--- src/sv/plm_pkg.sv ---
// ----------------------------------------------------------------------------
// plm_pkg
// Shared sizes, codes and types of the positional list with cursor.
// ----------------------------------------------------------------------------
package plm_pkg;

  localparam int CAPACITY = 16;
  localparam int IDX_W    = $clog2(CAPACITY);
  localparam int CNT_W    = $clog2(CAPACITY + 1);

  localparam int ACT_W = 2;
  localparam int POS_W = 5;
  localparam int ID_W  = 8;
  localparam int ST_W  = 2;
  localparam int ENT_W = 5;
  localparam int CFG_W = 5;
  localparam int CMP_W = (CNT_W > POS_W) ? CNT_W : POS_W;

  localparam logic [ACT_W-1:0] ACT_INSERT   = 2'd0;
  localparam logic [ACT_W-1:0] ACT_REMOVE   = 2'd1;
  localparam logic [ACT_W-1:0] ACT_SET_LOOP = 2'd2;
  localparam logic [ACT_W-1:0] ACT_REPORT   = 2'd3;

  localparam logic [ST_W-1:0] ST_OK        = 2'd0;
  localparam logic [ST_W-1:0] ST_OVERFLOW  = 2'd1;
  localparam logic [ST_W-1:0] ST_UNDERFLOW = 2'd2;
  localparam logic [ST_W-1:0] ST_BADPOS    = 2'd3;

  localparam int QUEUE_DEPTH = 2;
  localparam int QPTR_W      = $clog2(QUEUE_DEPTH);
  localparam int QCNT_W      = $clog2(QUEUE_DEPTH + 1);

  typedef enum logic [1:0] {
    OP_NOP,
    OP_INSERT,
    OP_REMOVE,
    OP_SET_LOOP
  } op_t;

  typedef struct packed {
    op_t              op;
    logic [ST_W-1:0]  status;
    logic [IDX_W-1:0] pos;
    logic [ID_W-1:0]  item_id;
    logic             loop_enable;
  } cmd_t;

endpackage

--- src/sv/plm_front.sv ---
// ----------------------------------------------------------------------------
// plm_front
// Takes requests, checks them against the list size and limit, and queues a
// decoded command for the back end.
// ----------------------------------------------------------------------------
module plm_front (
  input  logic                         clk,
  input  logic                         rst_n,
  input  logic                         start,
  output logic                         busy,
  input  logic [plm_pkg::ACT_W-1:0]    in_action,
  input  logic [plm_pkg::POS_W-1:0]    in_position,
  input  logic [plm_pkg::ID_W-1:0]     in_item_id,
  input  logic                         in_loop_enable,
  input  logic                         cfg_valid,
  output logic                         cfg_ready,
  input  logic [plm_pkg::CFG_W-1:0]    cfg_max_size,
  input  logic [plm_pkg::CNT_W-1:0]    count,
  input  logic                         done,
  output logic                         push,
  output plm_pkg::cmd_t                cmd
);

  logic                      pend_r;
  logic                      pend_nxt;
  logic [plm_pkg::CFG_W-1:0] max_size_r;
  logic [plm_pkg::CMP_W-1:0] cnt_ext;
  logic [plm_pkg::CMP_W-1:0] pos_ext;
  logic [plm_pkg::CMP_W-1:0] max_ext;
  logic                      full;

  assign cfg_ready = 1'b1;
  assign busy      = pend_r;
  assign push      = start && !pend_r;

  assign cnt_ext = plm_pkg::CMP_W'(count);
  assign pos_ext = plm_pkg::CMP_W'(in_position);
  assign max_ext = plm_pkg::CMP_W'(max_size_r);
  assign full    = (cnt_ext >= plm_pkg::CMP_W'(plm_pkg::CAPACITY)) ||
                   ((max_size_r != '0) && (cnt_ext >= max_ext));

  always_comb begin
    cmd.op          = plm_pkg::OP_NOP;
    cmd.status      = plm_pkg::ST_OK;
    cmd.pos         = plm_pkg::IDX_W'(in_position);
    cmd.item_id     = in_item_id;
    cmd.loop_enable = in_loop_enable;
    case (in_action)
      plm_pkg::ACT_INSERT: begin
        if (full) begin
          cmd.status = plm_pkg::ST_OVERFLOW;
        end else if (pos_ext > cnt_ext) begin
          cmd.status = plm_pkg::ST_BADPOS;
        end else begin
          cmd.op = plm_pkg::OP_INSERT;
        end
      end
      plm_pkg::ACT_REMOVE: begin
        if (count == '0) begin
          cmd.status = plm_pkg::ST_UNDERFLOW;
        end else if (pos_ext >= cnt_ext) begin
          cmd.status = plm_pkg::ST_BADPOS;
        end else begin
          cmd.op = plm_pkg::OP_REMOVE;
        end
      end
      plm_pkg::ACT_SET_LOOP: begin
        if (count != '0) begin
          cmd.op = plm_pkg::OP_SET_LOOP;
        end
      end
      default: begin
        cmd.op = plm_pkg::OP_NOP;
      end
    endcase
  end

  always_comb begin
    pend_nxt = pend_r;
    if (push) begin
      pend_nxt = 1'b1;
    end else if (done) begin
      pend_nxt = 1'b0;
    end
  end

  always_ff @(posedge clk) begin
    if (!rst_n) begin
      pend_r     <= 1'b0;
      max_size_r <= '0;
    end else begin
      pend_r <= pend_nxt;
      if (cfg_valid && cfg_ready) begin
        max_size_r <= cfg_max_size;
      end
    end
  end

endmodule

--- src/sv/plm_queue.sv ---
// ----------------------------------------------------------------------------
// plm_queue
// Small command queue between the front and back ends.
// ----------------------------------------------------------------------------
module plm_queue (
  input  logic          clk,
  input  logic          rst_n,
  input  logic          push,
  input  plm_pkg::cmd_t push_data,
  input  logic          pop,
  output logic          empty,
  output logic          full,
  output plm_pkg::cmd_t pop_data
);

  plm_pkg::cmd_t              mem_r [plm_pkg::QUEUE_DEPTH];
  logic [plm_pkg::QPTR_W-1:0] wr_ptr_r;
  logic [plm_pkg::QPTR_W-1:0] rd_ptr_r;
  logic [plm_pkg::QCNT_W-1:0] fill_r;
  logic                       do_push;
  logic                       do_pop;

  assign empty    = (fill_r == '0);
  assign full     = (fill_r == plm_pkg::QCNT_W'(plm_pkg::QUEUE_DEPTH));
  assign do_push  = push && !full;
  assign do_pop   = pop && !empty;
  assign pop_data = mem_r[rd_ptr_r];

  always_ff @(posedge clk) begin
    if (do_push) begin
      mem_r[wr_ptr_r] <= push_data;
    end
  end

  always_ff @(posedge clk) begin
    if (!rst_n) begin
      wr_ptr_r <= '0;
      rd_ptr_r <= '0;
      fill_r   <= '0;
    end else begin
      if (do_push) begin
        wr_ptr_r <= (wr_ptr_r == plm_pkg::QPTR_W'(plm_pkg::QUEUE_DEPTH - 1)) ? '0
                                                                            : wr_ptr_r + 1'b1;
      end
      if (do_pop) begin
        rd_ptr_r <= (rd_ptr_r == plm_pkg::QPTR_W'(plm_pkg::QUEUE_DEPTH - 1)) ? '0
                                                                            : rd_ptr_r + 1'b1;
      end
      if (do_push && !do_pop) begin
        fill_r <= fill_r + 1'b1;
      end else if (do_pop && !do_push) begin
        fill_r <= fill_r - 1'b1;
      end
    end
  end

endmodule

--- src/sv/plm_back.sv ---
// ----------------------------------------------------------------------------
// plm_back
// Executes queued commands on the shifting entry array, then reports the
// cursor neighborhood of the updated array from output registers.
// ----------------------------------------------------------------------------
module plm_back (
  input  logic                      clk,
  input  logic                      rst_n,
  input  logic                      q_empty,
  input  plm_pkg::cmd_t             q_data,
  output logic                      q_pop,
  output logic [plm_pkg::CNT_W-1:0] count,
  output logic                      out_strobe,
  output logic [plm_pkg::ST_W-1:0]  out_status,
  output logic [plm_pkg::ID_W-1:0]  out_removed_item,
  output logic [plm_pkg::ENT_W-1:0] out_entry_count,
  output logic                      out_has_current,
  output logic [plm_pkg::ID_W-1:0]  out_current_item,
  output logic                      out_has_previous,
  output logic [plm_pkg::ID_W-1:0]  out_previous_item,
  output logic                      out_has_next,
  output logic [plm_pkg::ID_W-1:0]  out_next_item,
  output logic                      out_loop_active
);

  logic [plm_pkg::ID_W-1:0]  store_r   [plm_pkg::CAPACITY];
  logic [plm_pkg::ID_W-1:0]  store_nxt [plm_pkg::CAPACITY];
  logic [plm_pkg::CNT_W-1:0] count_r;
  logic [plm_pkg::CNT_W-1:0] count_nxt;
  logic [plm_pkg::IDX_W-1:0] cursor_r;
  logic [plm_pkg::IDX_W-1:0] cursor_nxt;
  logic                      loop_r;
  logic                      loop_nxt;
  logic [plm_pkg::ST_W-1:0]  status_r;
  logic [plm_pkg::ID_W-1:0]  removed_r;
  logic [plm_pkg::ID_W-1:0]  removed_nxt;
  logic                      rep_r;
  logic                      exec;

  logic                      strobe_r;
  logic [plm_pkg::ST_W-1:0]  o_status_r;
  logic [plm_pkg::ID_W-1:0]  o_removed_r;
  logic [plm_pkg::ENT_W-1:0] o_count_r;
  logic                      o_hc_r;
  logic [plm_pkg::ID_W-1:0]  o_cur_r;
  logic                      o_hp_r;
  logic [plm_pkg::ID_W-1:0]  o_prv_r;
  logic                      o_hn_r;
  logic [plm_pkg::ID_W-1:0]  o_nxt_r;
  logic                      o_loop_r;

  logic                      hc;
  logic                      hp;
  logic                      hn;
  logic [plm_pkg::ID_W-1:0]  cur_id;
  logic [plm_pkg::ID_W-1:0]  prv_id;
  logic [plm_pkg::ID_W-1:0]  nxt_id;
  logic [plm_pkg::IDX_W-1:0] last_idx;
  logic [plm_pkg::CNT_W-1:0] cur_plus1;
  logic [plm_pkg::CNT_W-1:0] cnt_dec;

  assign q_pop = !q_empty;
  assign exec  = !q_empty;
  assign count = count_r;

  // execute
  assign cnt_dec = count_r - 1'b1;

  always_comb begin
    store_nxt   = store_r;
    count_nxt   = count_r;
    cursor_nxt  = cursor_r;
    loop_nxt    = loop_r;
    removed_nxt = '0;
    case (q_data.op)
      plm_pkg::OP_INSERT: begin
        for (int i = 0; i < plm_pkg::CAPACITY; i++) begin
          if (plm_pkg::IDX_W'(i) == q_data.pos) begin
            store_nxt[i] = q_data.item_id;
          end else if (plm_pkg::IDX_W'(i) > q_data.pos) begin
            store_nxt[i] = store_r[(i > 0) ? i - 1 : 0];
          end
        end
        count_nxt = count_r + 1'b1;
        if (count_r == '0) begin
          cursor_nxt = '0;
        end else if (q_data.pos <= cursor_r) begin
          cursor_nxt = cursor_r + 1'b1;
        end
      end
      plm_pkg::OP_REMOVE: begin
        removed_nxt = store_r[q_data.pos];
        for (int i = 0; i < plm_pkg::CAPACITY; i++) begin
          if ((plm_pkg::IDX_W'(i) >= q_data.pos) && (i < plm_pkg::CAPACITY - 1)) begin
            store_nxt[i] = store_r[(i < plm_pkg::CAPACITY - 1) ? i + 1 : i];
          end
        end
        count_nxt = cnt_dec;
        if (cnt_dec == '0) begin
          cursor_nxt = '0;
        end else if (q_data.pos < cursor_r) begin
          cursor_nxt = cursor_r - 1'b1;
        end else if ((q_data.pos == cursor_r) &&
                     (plm_pkg::CNT_W'(q_data.pos) >= cnt_dec)) begin
          cursor_nxt = '0;
        end
      end
      plm_pkg::OP_SET_LOOP: begin
        loop_nxt = q_data.loop_enable;
      end
      default: begin
        loop_nxt = loop_r;
      end
    endcase
  end

  always_ff @(posedge clk) begin
    if (exec) begin
      store_r   <= store_nxt;
      status_r  <= q_data.status;
      removed_r <= removed_nxt;
    end
  end

  always_ff @(posedge clk) begin
    if (!rst_n) begin
      count_r  <= '0;
      cursor_r <= '0;
      loop_r   <= 1'b1;
      rep_r    <= 1'b0;
    end else begin
      rep_r <= exec;
      if (exec) begin
        count_r  <= count_nxt;
        cursor_r <= cursor_nxt;
        loop_r   <= loop_nxt;
      end
    end
  end

  // report
  assign last_idx  = plm_pkg::IDX_W'(cnt_dec);
  assign cur_plus1 = plm_pkg::CNT_W'(cursor_r) + 1'b1;
  assign hc        = (count_r != '0);

  always_comb begin
    cur_id = hc ? store_r[cursor_r] : '0;
    hp     = 1'b0;
    prv_id = '0;
    hn     = 1'b0;
    nxt_id = '0;
    if (hc) begin
      if (cursor_r != '0) begin
        hp     = 1'b1;
        prv_id = store_r[cursor_r - 1'b1];
      end else if (loop_r) begin
        hp     = 1'b1;
        prv_id = store_r[last_idx];
      end
      if (cur_plus1 < count_r) begin
        hn     = 1'b1;
        nxt_id = store_r[cursor_r + 1'b1];
      end else if (loop_r) begin
        hn     = 1'b1;
        nxt_id = store_r[0];
      end
    end
  end

  always_ff @(posedge clk) begin
    if (rep_r) begin
      o_status_r  <= status_r;
      o_removed_r <= removed_r;
      o_count_r   <= plm_pkg::ENT_W'(count_r);
      o_hc_r      <= hc;
      o_cur_r     <= cur_id;
      o_hp_r      <= hp;
      o_prv_r     <= prv_id;
      o_hn_r      <= hn;
      o_nxt_r     <= nxt_id;
      o_loop_r    <= loop_r && hc;
    end
  end

  always_ff @(posedge clk) begin
    if (!rst_n) begin
      strobe_r <= 1'b0;
    end else begin
      strobe_r <= rep_r;
    end
  end

  assign out_strobe        = strobe_r;
  assign out_status        = o_status_r;
  assign out_removed_item  = o_removed_r;
  assign out_entry_count   = o_count_r;
  assign out_has_current   = o_hc_r;
  assign out_current_item  = o_cur_r;
  assign out_has_previous  = o_hp_r;
  assign out_previous_item = o_prv_r;
  assign out_has_next      = o_hn_r;
  assign out_next_item     = o_nxt_r;
  assign out_loop_active   = o_loop_r;

endmodule

--- src/sv/positional_list_with_cursor_unit.sv ---
// ----------------------------------------------------------------------------
// positional_list_with_cursor_unit
// Ordered id list with cursor and wrap mode: front end checks requests,
// back end shifts the entry array and reports the cursor neighborhood.
//
//   channel  | handshake          | payload
//   ---------+--------------------+------------------------------------------
//   in_      | start / busy       | action, position, item_id, loop_enable
//   out_     | out_strobe         | status .. loop_active, one cycle each
//   cfg_     | cfg_valid/cfg_ready| max_size
//
// A request is accepted when start is high and busy low; it is queued, then
// executed on the shifting array, and its result is registered and strobes
// on out_strobe. busy stays high one cycle, until the queued command is
// popped for execution, so a new request waits for that pop.
// Reset is synchronous, active low: empty list, cursor 0, loop mode on,
// max_size 0. Results cannot be stalled.
// ----------------------------------------------------------------------------
module positional_list_with_cursor_unit (
  input  logic                      clk,
  input  logic                      rst_n,
  input  logic                      start,
  output logic                      busy,
  input  logic [plm_pkg::ACT_W-1:0] in_action,
  input  logic [plm_pkg::POS_W-1:0] in_position,
  input  logic [plm_pkg::ID_W-1:0]  in_item_id,
  input  logic                      in_loop_enable,
  input  logic                      cfg_valid,
  output logic                      cfg_ready,
  input  logic [plm_pkg::CFG_W-1:0] cfg_max_size,
  output logic                      out_strobe,
  output logic [plm_pkg::ST_W-1:0]  out_status,
  output logic [plm_pkg::ID_W-1:0]  out_removed_item,
  output logic [plm_pkg::ENT_W-1:0] out_entry_count,
  output logic                      out_has_current,
  output logic [plm_pkg::ID_W-1:0]  out_current_item,
  output logic                      out_has_previous,
  output logic [plm_pkg::ID_W-1:0]  out_previous_item,
  output logic                      out_has_next,
  output logic [plm_pkg::ID_W-1:0]  out_next_item,
  output logic                      out_loop_active
);

  logic                      push;
  logic                      pop;
  logic                      q_empty;
  logic                      q_full;
  plm_pkg::cmd_t             push_cmd;
  plm_pkg::cmd_t             pop_cmd;
  logic [plm_pkg::CNT_W-1:0] count;

  plm_front u_front (
    .clk            (clk),
    .rst_n          (rst_n),
    .start          (start),
    .busy           (busy),
    .in_action      (in_action),
    .in_position    (in_position),
    .in_item_id     (in_item_id),
    .in_loop_enable (in_loop_enable),
    .cfg_valid      (cfg_valid),
    .cfg_ready      (cfg_ready),
    .cfg_max_size   (cfg_max_size),
    .count          (count),
    .done           (pop),
    .push           (push),
    .cmd            (push_cmd)
  );

  plm_queue u_queue (
    .clk       (clk),
    .rst_n     (rst_n),
    .push      (push),
    .push_data (push_cmd),
    .pop       (pop),
    .empty     (q_empty),
    .full      (q_full),
    .pop_data  (pop_cmd)
  );

  plm_back u_back (
    .clk               (clk),
    .rst_n             (rst_n),
    .q_empty           (q_empty),
    .q_data            (pop_cmd),
    .q_pop             (pop),
    .count             (count),
    .out_strobe        (out_strobe),
    .out_status        (out_status),
    .out_removed_item  (out_removed_item),
    .out_entry_count   (out_entry_count),
    .out_has_current   (out_has_current),
    .out_current_item  (out_current_item),
    .out_has_previous  (out_has_previous),
    .out_previous_item (out_previous_item),
    .out_has_next      (out_has_next),
    .out_next_item     (out_next_item),
    .out_loop_active   (out_loop_active)
  );

  a_busy_after_accept: assert property (@(posedge clk) disable iff (!rst_n)
    (start && !busy) |=> busy)
    else $error("busy not raised after accepted transfer");

  a_queue_never_full_on_push: assert property (@(posedge clk) disable iff (!rst_n)
    push |-> !q_full)
    else $error("command queue overrun");

  a_strobe_spacing: assert property (@(posedge clk) disable iff (!rst_n)
    out_strobe |=> !out_strobe)
    else $error("back-to-back result strobes");

  a_current_matches_count: assert property (@(posedge clk) disable iff (!rst_n)
    out_strobe |-> (out_has_current == (out_entry_count != '0)))
    else $error("has_current disagrees with entry_count");

  a_loop_neighbors: assert property (@(posedge clk) disable iff (!rst_n)
    (out_strobe && out_loop_active) |-> (out_has_previous && out_has_next))
    else $error("loop mode without both neighbors");

endmodule
--- config.mk ---
export PLATFORM = sky130hd
export DESIGN_NAME = positional_list_with_cursor_unit
export DESIGN_NICKNAME = d
export VERILOG_FILES = /design/src/sv/plm_pkg.sv /design/src/sv/plm_front.sv /design/src/sv/plm_queue.sv /design/src/sv/plm_back.sv /design/src/sv/positional_list_with_cursor_unit.sv
export SDC_FILE = /design/constraint.sdc
export NUM_CORES = 1
export LEC_CHECK = 0
export ABC_AREA = 1
export ABC_CLOCK_PERIOD_IN_PS = 4800
export BUFFER_PORTS_ARGS = -buffer_cell sky130_fd_sc_hd__buf_4
export CORE_AREA = 2 2 186 188
export CTS_CLUSTER_DIAMETER = 40
export DETAILED_ROUTE_END_ITERATION = 12
export DIE_AREA = 0 0 188 190
export PLACE_DENSITY = 0.66
export SETUP_SLACK_MARGIN = 0.05
export SLEW_MARGIN = 10
export SYNTH_ARGS = -nofsm -noshare
export SYNTH_HDL_FRONTEND = slang
export SYNTH_SLANG_ARGS = --single-unit
--- constraint.sdc ---
create_clock -name clk -period 4.8 [get_ports clk]
set_clock_uncertainty 0.2 [all_clocks]
set_input_delay 1.2 -clock clk [delete_from_list [all_inputs] [get_ports clk]]
set_output_delay 1.2 -clock clk [all_outputs]
set_load 0.005 [all_outputs]
* Word level (Yosys, flattened, before mapping)
Memory sizes are Yosys's and may differ from the RTL's. A register that Yosys moved wholly into a read port is not among the register bits. Cells that the tools add are included.
Storage, ports and cells: register bits 203, RAM bits 34, bits of input ports 25, output and inout port bits 46, word-level logic and storage cells 291, memories 1
Operators by class: add/subtract/negate cells 9, magnitude comparators 43, eq/ne operators 55, muxes and demuxes 97, bitwise gates (word level) 6, reduce and logical (&&, ||, !) cells 42
Memory list:
- u_queue.mem_r | words 2, bits a word 17, read ports 1, clocked after Yosys merged registers in 1, wr ports 1, line plm_queue.sv:16 | plm_pkg::cmd_t mem_r [plm_pkg::QUEUE_DEPTH];
Operators by type and width (number):
- $mux W8 | 60
- $pmux W120 S2 | 1
- $bmux W8 S4 | 5
- $reduce_and A4 Y1 | 16
- $ne A3 B1 Y1 const B | 15
- $eq A4 B4 Y1 const A | 8
- $gt A4 B4 Y1 const A | 8
- $ne A2 B1 Y1 const B | 16
- $ge A5 B5 Y1 const B | 6
- $ge A4 B4 Y1 const A | 7
- $not A4 Y5 | 5
- $mux W2 | 10
- $mux W4 | 5
- $eq A3 B4 Y1 const A | 4
- $ge A3 B4 Y1 const A | 4
- $gt A3 B4 Y1 const A | 4
- $mux W1 | 12
- $ge A5 B5 Y1 | 2
- $logic_not A5 Y1 | 2
- $pmux W5 S2 | 1
- $reduce_bool A5 Y1 | 2
- $eq A2 B2 Y1 const B | 4
- $eq A2 B4 Y1 const A | 2
- $ge A1 B4 Y1 const A | 2
- other kinds (34) | 51

* Depth between registers and ports, before layout
Gate-level depths: netlist of run 1.
word-level depth 7, mapped depth 18

* By module
From an unflattened synthesis of run 1, not the netlist that was laid out.
Unflattened totals: cell total of the unflattened synthesis 2207, area total of the unflattened synthesis 16822.4 um2
By module, submodules not included:
- plm_back | instances 1, cells each 2008, area an instance 14597.8 um2
- plm_queue | instances 1, cells each 91, area an instance 1526.5 um2
- plm_front | instances 1, cells each 108, area an instance 698.2 um2

* Least setup slack after synthesis of run 1
No wires, ideal clock.
path type reg-to-reg, from register with a tool-made name, to register u_back.store_r[120] (netlist bit), enable pin, arrival time 3047 ps, setup slack 1223 ps, stages on the path, launching flop included 14, path buffers 2, cells stage by stage dfxtp_1 buf_6 inv_6 or2_2 o21ai_0 inv_1 ha_1 buf_2 nor2_1 inv_1 a21oi_1 inv_1 nor2_1 o21a_1
RTL lines:
- end signal, assigned | line plm_back.sv:119 | store_r <= store_nxt;
- end, declared | line plm_back.sv:26 | logic [plm_pkg::ID_W-1:0] store_r [plm_pkg::CAPACITY];

==> results of run 1 <==
==> worst max-delay path: stages, from the launching register on <==
cell	delay (ps)
dfxtp_1	350
buf_4	260
o21ai_0	300
inv_1	110
ha_1	250
nor2_1	590
inv_1	180
a21oi_1	210
buf_4	210
inv_1	110
nor2_1	730
==> path summary, 6_finish.rpt <==
kind                  startpoint                          to  slack (ps)  cells after the start
min          u_back.removed_r[6]  u_back.out_removed_item[6]         210                      0
min reg2reg  u_back.removed_r[6]  u_back.out_removed_item[6]         210                      0
max reg2reg             register          u_back.store_r[85]         880                     10
max                     register          u_back.store_r[85]         880                     10
==> area by class of cell <==
class	instances	share of cell area, %
inverters	187	3.84
clock inverters	25	1.14
repair buffers	110	4.55
clock buffers	46	5.74
well taps	455	3.04
multi-input cells	1647	44.7
flip-flops and latches	238	37.0
==> state kept, by name (all words and copies together), names as in the netlist, 2 cells and up, named ones only <==
name	cells
u_back.cursor_r	4
u_back.removed_r	8
u_back.out_status	2
u_back.out_entry_count	5
u_queue.fill_r	2
u_front.max_ext	5
u_back.count	5
u_back.out_removed_item	8
u_back.out_next_item	8
u_queue.mem_r	34
u_back.status_r	2
u_back.out_previous_item	8
u_back.store_r	128
u_back.out_current_item	8
==> layer usage <==
| layer | wire length, um | up-vias | global-route usage [%] | share of wire, % |
|---|---|---|---|---|
| met5 | 13 | - | 0 | 0.019 |
| met4 | 4390 | 2 | 21.8 | 6.5 |
| met3 | 6840 | 207 | 6.05 | 10 |
| met2 | 29500 | 1104 | 57.0 | 43 |
| met1 | 27200 | 7802 | 51.9 | 40 |
| li1 | - | 7764 | - | - |
==> cells in the mapped netlist, drive strengths merged, types with 3 or more instances <==
master	instances
o21ai	401
edfxtp	215
o21a	3
a21oi	205
inv	186
nor3	4
clkbuf	82
nand2	553
xor2	5
ha	31
a22oi	16
nand3b	4
o22ai	16
nand3	197
nor2	87
buf	77
o211ai	105
dfxtp	23
mux2i	8
==> per-stage QoR <==
| step | setup WS (ps) | hold slack [ps] | cell area, um^2 | utilization, % | instances |
|---|---|---|---|---|---|
| final | 884 | 210 | 18700 | 55.1 | 2708 |
| after global routing | 784 | 214 | 18700 | 55.1 | 2708 |
| after CTS | 945 | 212 | 18700 | 55.1 | 2708 |
| after detailed placement | 997 | 207 | 17400 | 51.3 | 2637 |
| after global placement | 1050 | 205 | 17400 | 51.3 | 2637 |
| after floorplan | 1220 | 200 | 16700 | - | 2231 |
==> kinds of logic after synthesis <==
family | after synthesis | synth area share, %
simple gates | 849 | 21.7
fa+ha+maj | 31 | 2.32
mux | 8 | 0.480
flops | 238 | 41.4
buf+inv | 346 | 8.94
compound gates | 752 | 24.7
xor+xnor | 6 | 0.405
other cells | 1 | 0.0225
==> placed cells by master (no fill, tap or decap), types with 20 or more instances in the layout <==
cell / Yosys / final
inv_1: 163 / 161
clkbuf_16: 0 / 41
o21ai_0: 357 / 356
a21oi_1: 203 / 203
nand3_1: 195 / 195
inv_2: 20 / 21
nand2_1: 539 / 539
buf_4: 22 / 108
nor2_1: 82 / 82
ha_1: 31 / 30
edfxtp_1: 215 / 215
o21ai_1: 44 / 45
dfxtp_1: 23 / 20
o211ai_1: 105 / 105
==> results by group, run 1 <==
Status
  • Status: completed

Logic synthesis
  • Cells after Synth: between 2000 and 2500
  • Avg Synthesized Cell Area: between 7 and 8 um^2
  • Top_reg_cell synth: edfxtp_1
  • Number of synthesized flops with an enable pin: between 200 and 250
  • Yosys warning count: 0
  • Synth top area share: between 30% and 40%
  • Post-synthesis register bit count: 238
  • Count of cell types in the netlist: 46
  • Post-synth ARST share: 0%
  • Cell Area, Synth: 16700 um^2
  • Yosys top cell by area: edfxtp_1
  • Synth Net Count: ~2300
  • Synth area leaders: edfxtp_1, nand2_1, o21ai_0
  • Seq/Total Area, Yosys: just over 40%

Floorplanning
  • Die X-Extent: about 190 um
  • Total Die Area: around 36000 um^2
  • Die Y: about 190 um
  • Starting Density: between 40% and 50%
  • Site Rows: 68
  • Top Ports: about 70
  • Core Box Area: 33900 um^2

Critical path
  • CP Capture Type: register
  • WS Path Type: reg -> reg
  • Critical Path Source Type: register
  • Worst EP arrival: between 3000 and 4000 ps
  • Critical path fanouts, max: 17
  • WP data required: between 4000 and 5000 ps

Clock tree
  • Worst-Skew Late Latency: approximately 550 ps
  • CTS sink cnt: about 240
  • Postcts setup bufs: 0
  • Hold-fix buffers at CTS: 0
  • Clock Tree Root: clkbuf_16
  • Max clock buf depth: 3
  • Post-CTS sizing: 0
  • Clock transition at the registers of the reported paths: 60 ps
  • TritonCTS buffer count: 40
  • TritonCTS clock tree: built
  • # H-tree levels: 2

Layout
  • Register Area: between 6000 and 7000 um^2
  • Fill cells: 3214
  • Layout area overhead: 12.1%
  • Layout cell share with drive strength beyond 1: 10.6%
  • Layout net count: around 2300
  • Area of the multi-input gates: roughly 8400 um^2
  • N_diodes: 0

STA
  • Final Slew Violations: 0
  • Fin crit share: 81.6%
  • Worst-Margin Slew: 1170 ps
  • Max-slew headroom: between 20% and 30%
  • RSZ-0062 raised after global routing: no
  • Final setup viols: 0
  • Fin crit period: approximately 3900 ps
  • Fmax: approximately 0.26 GHz
  • Final hold vios: 0
  • Setup TNS: 0 ps

Detailed routing
  • Final WL: between 60 and 70 mm
  • Initial DRT Pass Iterations: 7
  • Vias: 16900
  • # DRC: 0
  • Post-route ant nets: 0
  • Drt wl/cell: 25.1 um
  • Starting DRT DRC Count: roughly 2300
  • DR vias/cell: roughly 6.2

Min path
  • Hold Crit Class: reg -> reg

Placement
  • Post-detail-place hpwl: about 48 mm
  • IO Port Bufs: 69
  • Gpl congestion: ~1.0

GRT
  • Global-route wire length before repair: ~100 mm
  • Pin count of the biggest net entering global routing: ~110
  • Vias in the first global route: 15300
  • Total grt overflow: 0
  • Initial antenna violation count: 1
  • GRT Overall Usage: 37.9%

Run
  • Max-cap violations: 0
Power of run 1 is not shown: default switching activity piles up to over one toggle a cycle in this logic, so the estimate is an artifact.
==> run 2: changes to the inputs <==
- ABC_CLOCK_PERIOD_IN_PS: 4800 -> 3860
- clock period: 4.8 -> 3.86 ns (I/O delays scaled with it)
==> run 2 against run 1 <==
Compared with the run above: hold slack improved by 4.6 ps; via count increased by 1.2%; maximum frequency increased by 16%; non-clock buffer count increased by 22; first-iteration DRC count increased by 18%; critical path depth decreased by 2; setup slack got worse by 410 ps; design area increased by 1.8%; wire length about the same; sequential share of layout area decreased by 0.66 points; critical path type unchanged; highest routed layer is now met4.
==> results by group, run 2 (synthesized netlist as in run 1, its figures left out) <==
Critical path
  • WP data required: 3820 ps (-930 ps)
  • WS Path Type: reg -> reg
  • Critical Path Source Type: register
  • Worst EP arrival: 3350 ps (-520 ps)
  • Crit path cell chain: buf_4 -> o21ai_0 -> inv_1 -> ha_1 -> nor2_1 -> inv_1 -> buf_4 -> o21ai_0
  • Critical path fanouts, max: 17 (unchanged)
  • Slowest-stage cell, CP: o21ai_0
  • Largest stage delay, worst path: 960 ps (+230 ps)
  • CP Capture Type: register

Clock tree
  • Hold-fix buffers at CTS: 0 (unchanged)
  • Max clock buf depth: 3 (unchanged)
  • TritonCTS clock tree: built
  • Clock Tree Root: clkbuf_16
  • # H-tree levels: 2 (unchanged)
  • CTS sink cnt: 238 (unchanged)
  • TritonCTS buffer count: 42 (+5.0%)
  • Postcts setup bufs: 0 (unchanged)
  • Worst-Skew Late Latency: 570 ps (+20 ps)
  • Clock transition at the registers of the reported paths: 60 ps (about the same)
  • Post-CTS sizing: 0 (unchanged)

GRT
  • Pin count of the biggest net entering global routing: 136 (+21%)
  • Initial antenna violation count: 1 (unchanged)
  • GRT Overall Usage: 38.0% (+0.15 points)
  • Global-route wire length before repair: 101 mm (+0.40%)
  • Vias in the first global route: 15700 (+2.6%)
  • Total grt overflow: 0 (unchanged)

Placement
  • IO Port Bufs: 69 (unchanged)
  • Placement Setup Slack: 516 ps (-481 ps)
  • Gpl congestion: 1.07 (+5.2%)
  • Post-detail-place hpwl: 48.2 mm (+0.60%)

Floorplanning
  • Die X-Extent: 188 um (unchanged)
  • Top Ports: 71 (unchanged)
  • Total Die Area: 35700 um^2 (unchanged)
  • Core Box Area: 33900 um^2 (unchanged)
  • Starting Density: 49.2% (unchanged)
  • Site Rows: 68 (unchanged)
  • Die Y: 190 um (unchanged)

Layout
  • Most frequent cells in the layout: nand2_1, o21ai_0, edfxtp_1
  • Layout cell share with drive strength beyond 1: 11.8% (+1.2 points)
  • Fill cells: 3202 (-0.37%)
  • Max FFs per register: 128 (unchanged)
  • Commonest non-fill, non-tap cell in the layout: nand2_1
  • Layout area overhead: 14.1%
  • N_diodes: 0 (unchanged)
  • Area of the multi-input gates: 8320 um^2 (-0.52%)
  • Largest Register: u_back.store_r
  • Layout net count: 2304 (+1.1%)
  • Leading registers by flop count: u_back.store_r x128, u_queue.mem_r x34
  • Register Area: 6930 um^2 (unchanged)

Min path
  • Hold Crit Class: reg -> reg

STA
  • Setup TNS: 0 ps (unchanged)
  • RSZ-0062 raised after global routing: no
  • Fin crit share: 87.7% (+6.1 points)
  • Worst Setup Slack, final: 476 ps (-408 ps)
  • Fin crit period: 3380 ps (-532 ps)
  • Final Slew Violations: 0 (unchanged)
  • Final setup viols: 0 (unchanged)
  • Fmax: 0.295 GHz (+16%)
  • Worst-Margin Slew: 1240 ps (+70.8 ps)
  • Final hold vios: 0 (unchanged)
  • Max-slew headroom: 16.7% (-4.8 points)

Detailed routing
  • Final WL: 67.9 mm (about the same)
  • Vias: 17100 (+1.2%)
  • Post-route ant nets: 0 (unchanged)
  • Drt wl/cell: 24.8 um (-1.1%)
  • # DRC: 0 (unchanged)
  • DR vias/cell: 6.24 (+0.14%)
  • Starting DRT DRC Count: 2684 (+18%)
  • Initial DRT Pass Iterations: 6 (-1)

Status
  • Status: completed

Run
  • Max-cap violations: 0 (unchanged)
==> run 2: worst max-delay path: cells and delay by family (launching register included) <==
| family | cells | cell delay, ps |
|---|---|---|
| compound gates | 2 | 1150 |
| buf+inv | 4 | 810 |
| flops | 1 | 410 |
| fa+ha+maj | 1 | 220 |
| simple gates | 1 | 180 |
==> run 2: layer usage <==
metal	vias up	routed length (um)	share of wire [%]	global-route usage, %
li1	7833	-	-	-
met1	7886	26800	39	51.3
met2	1126	29100	43	56.6
met3	232	7590	11	7.90
met4	0	4430	6.5	22.2
met5	-	0	0	0
==> run 2: layout make-up <==
type,count,share of cell area (%)
tap,455,2.99
timing repair buffer,132,5.46
inverter,187,3.78
clock buffer,47,5.78
sequential,238,36.3
multi-input combinational,1647,43.6
clock inverter,30,2.00
==> run 2: metrics by stage <==
| stage | hold slack, ps | instance area (um^2) | utilization [%] | instances |
|---|---|---|---|---|
| final | 215 | 19100 | 56.1 | 2736 |
| after global routing | 226 | 19100 | 56.1 | 2736 |
| after CTS | 216 | 19100 | 56.1 | 2736 |
| after detailed placement | 206 | 17600 | 51.8 | 2659 |
| after global placement | 202 | 17600 | 51.7 | 2658 |
| after floorplan | 200 | 16700 | - | 2231 |
==> run 2: worst paths after layout <==
kind	cells past startpoint	end	slack [ps]	startpoint
worst max-delay path	8	u_back.store_r[57]	480	register
worst min-delay path	0	u_back.out_removed_item[0]	210	u_back.removed_r[0]
worst max register to register	8	u_back.store_r[57]	480	register
worst min register to register	0	u_back.out_removed_item[0]	210	u_back.removed_r[0]
Power of run 2 is left out for the same reason.
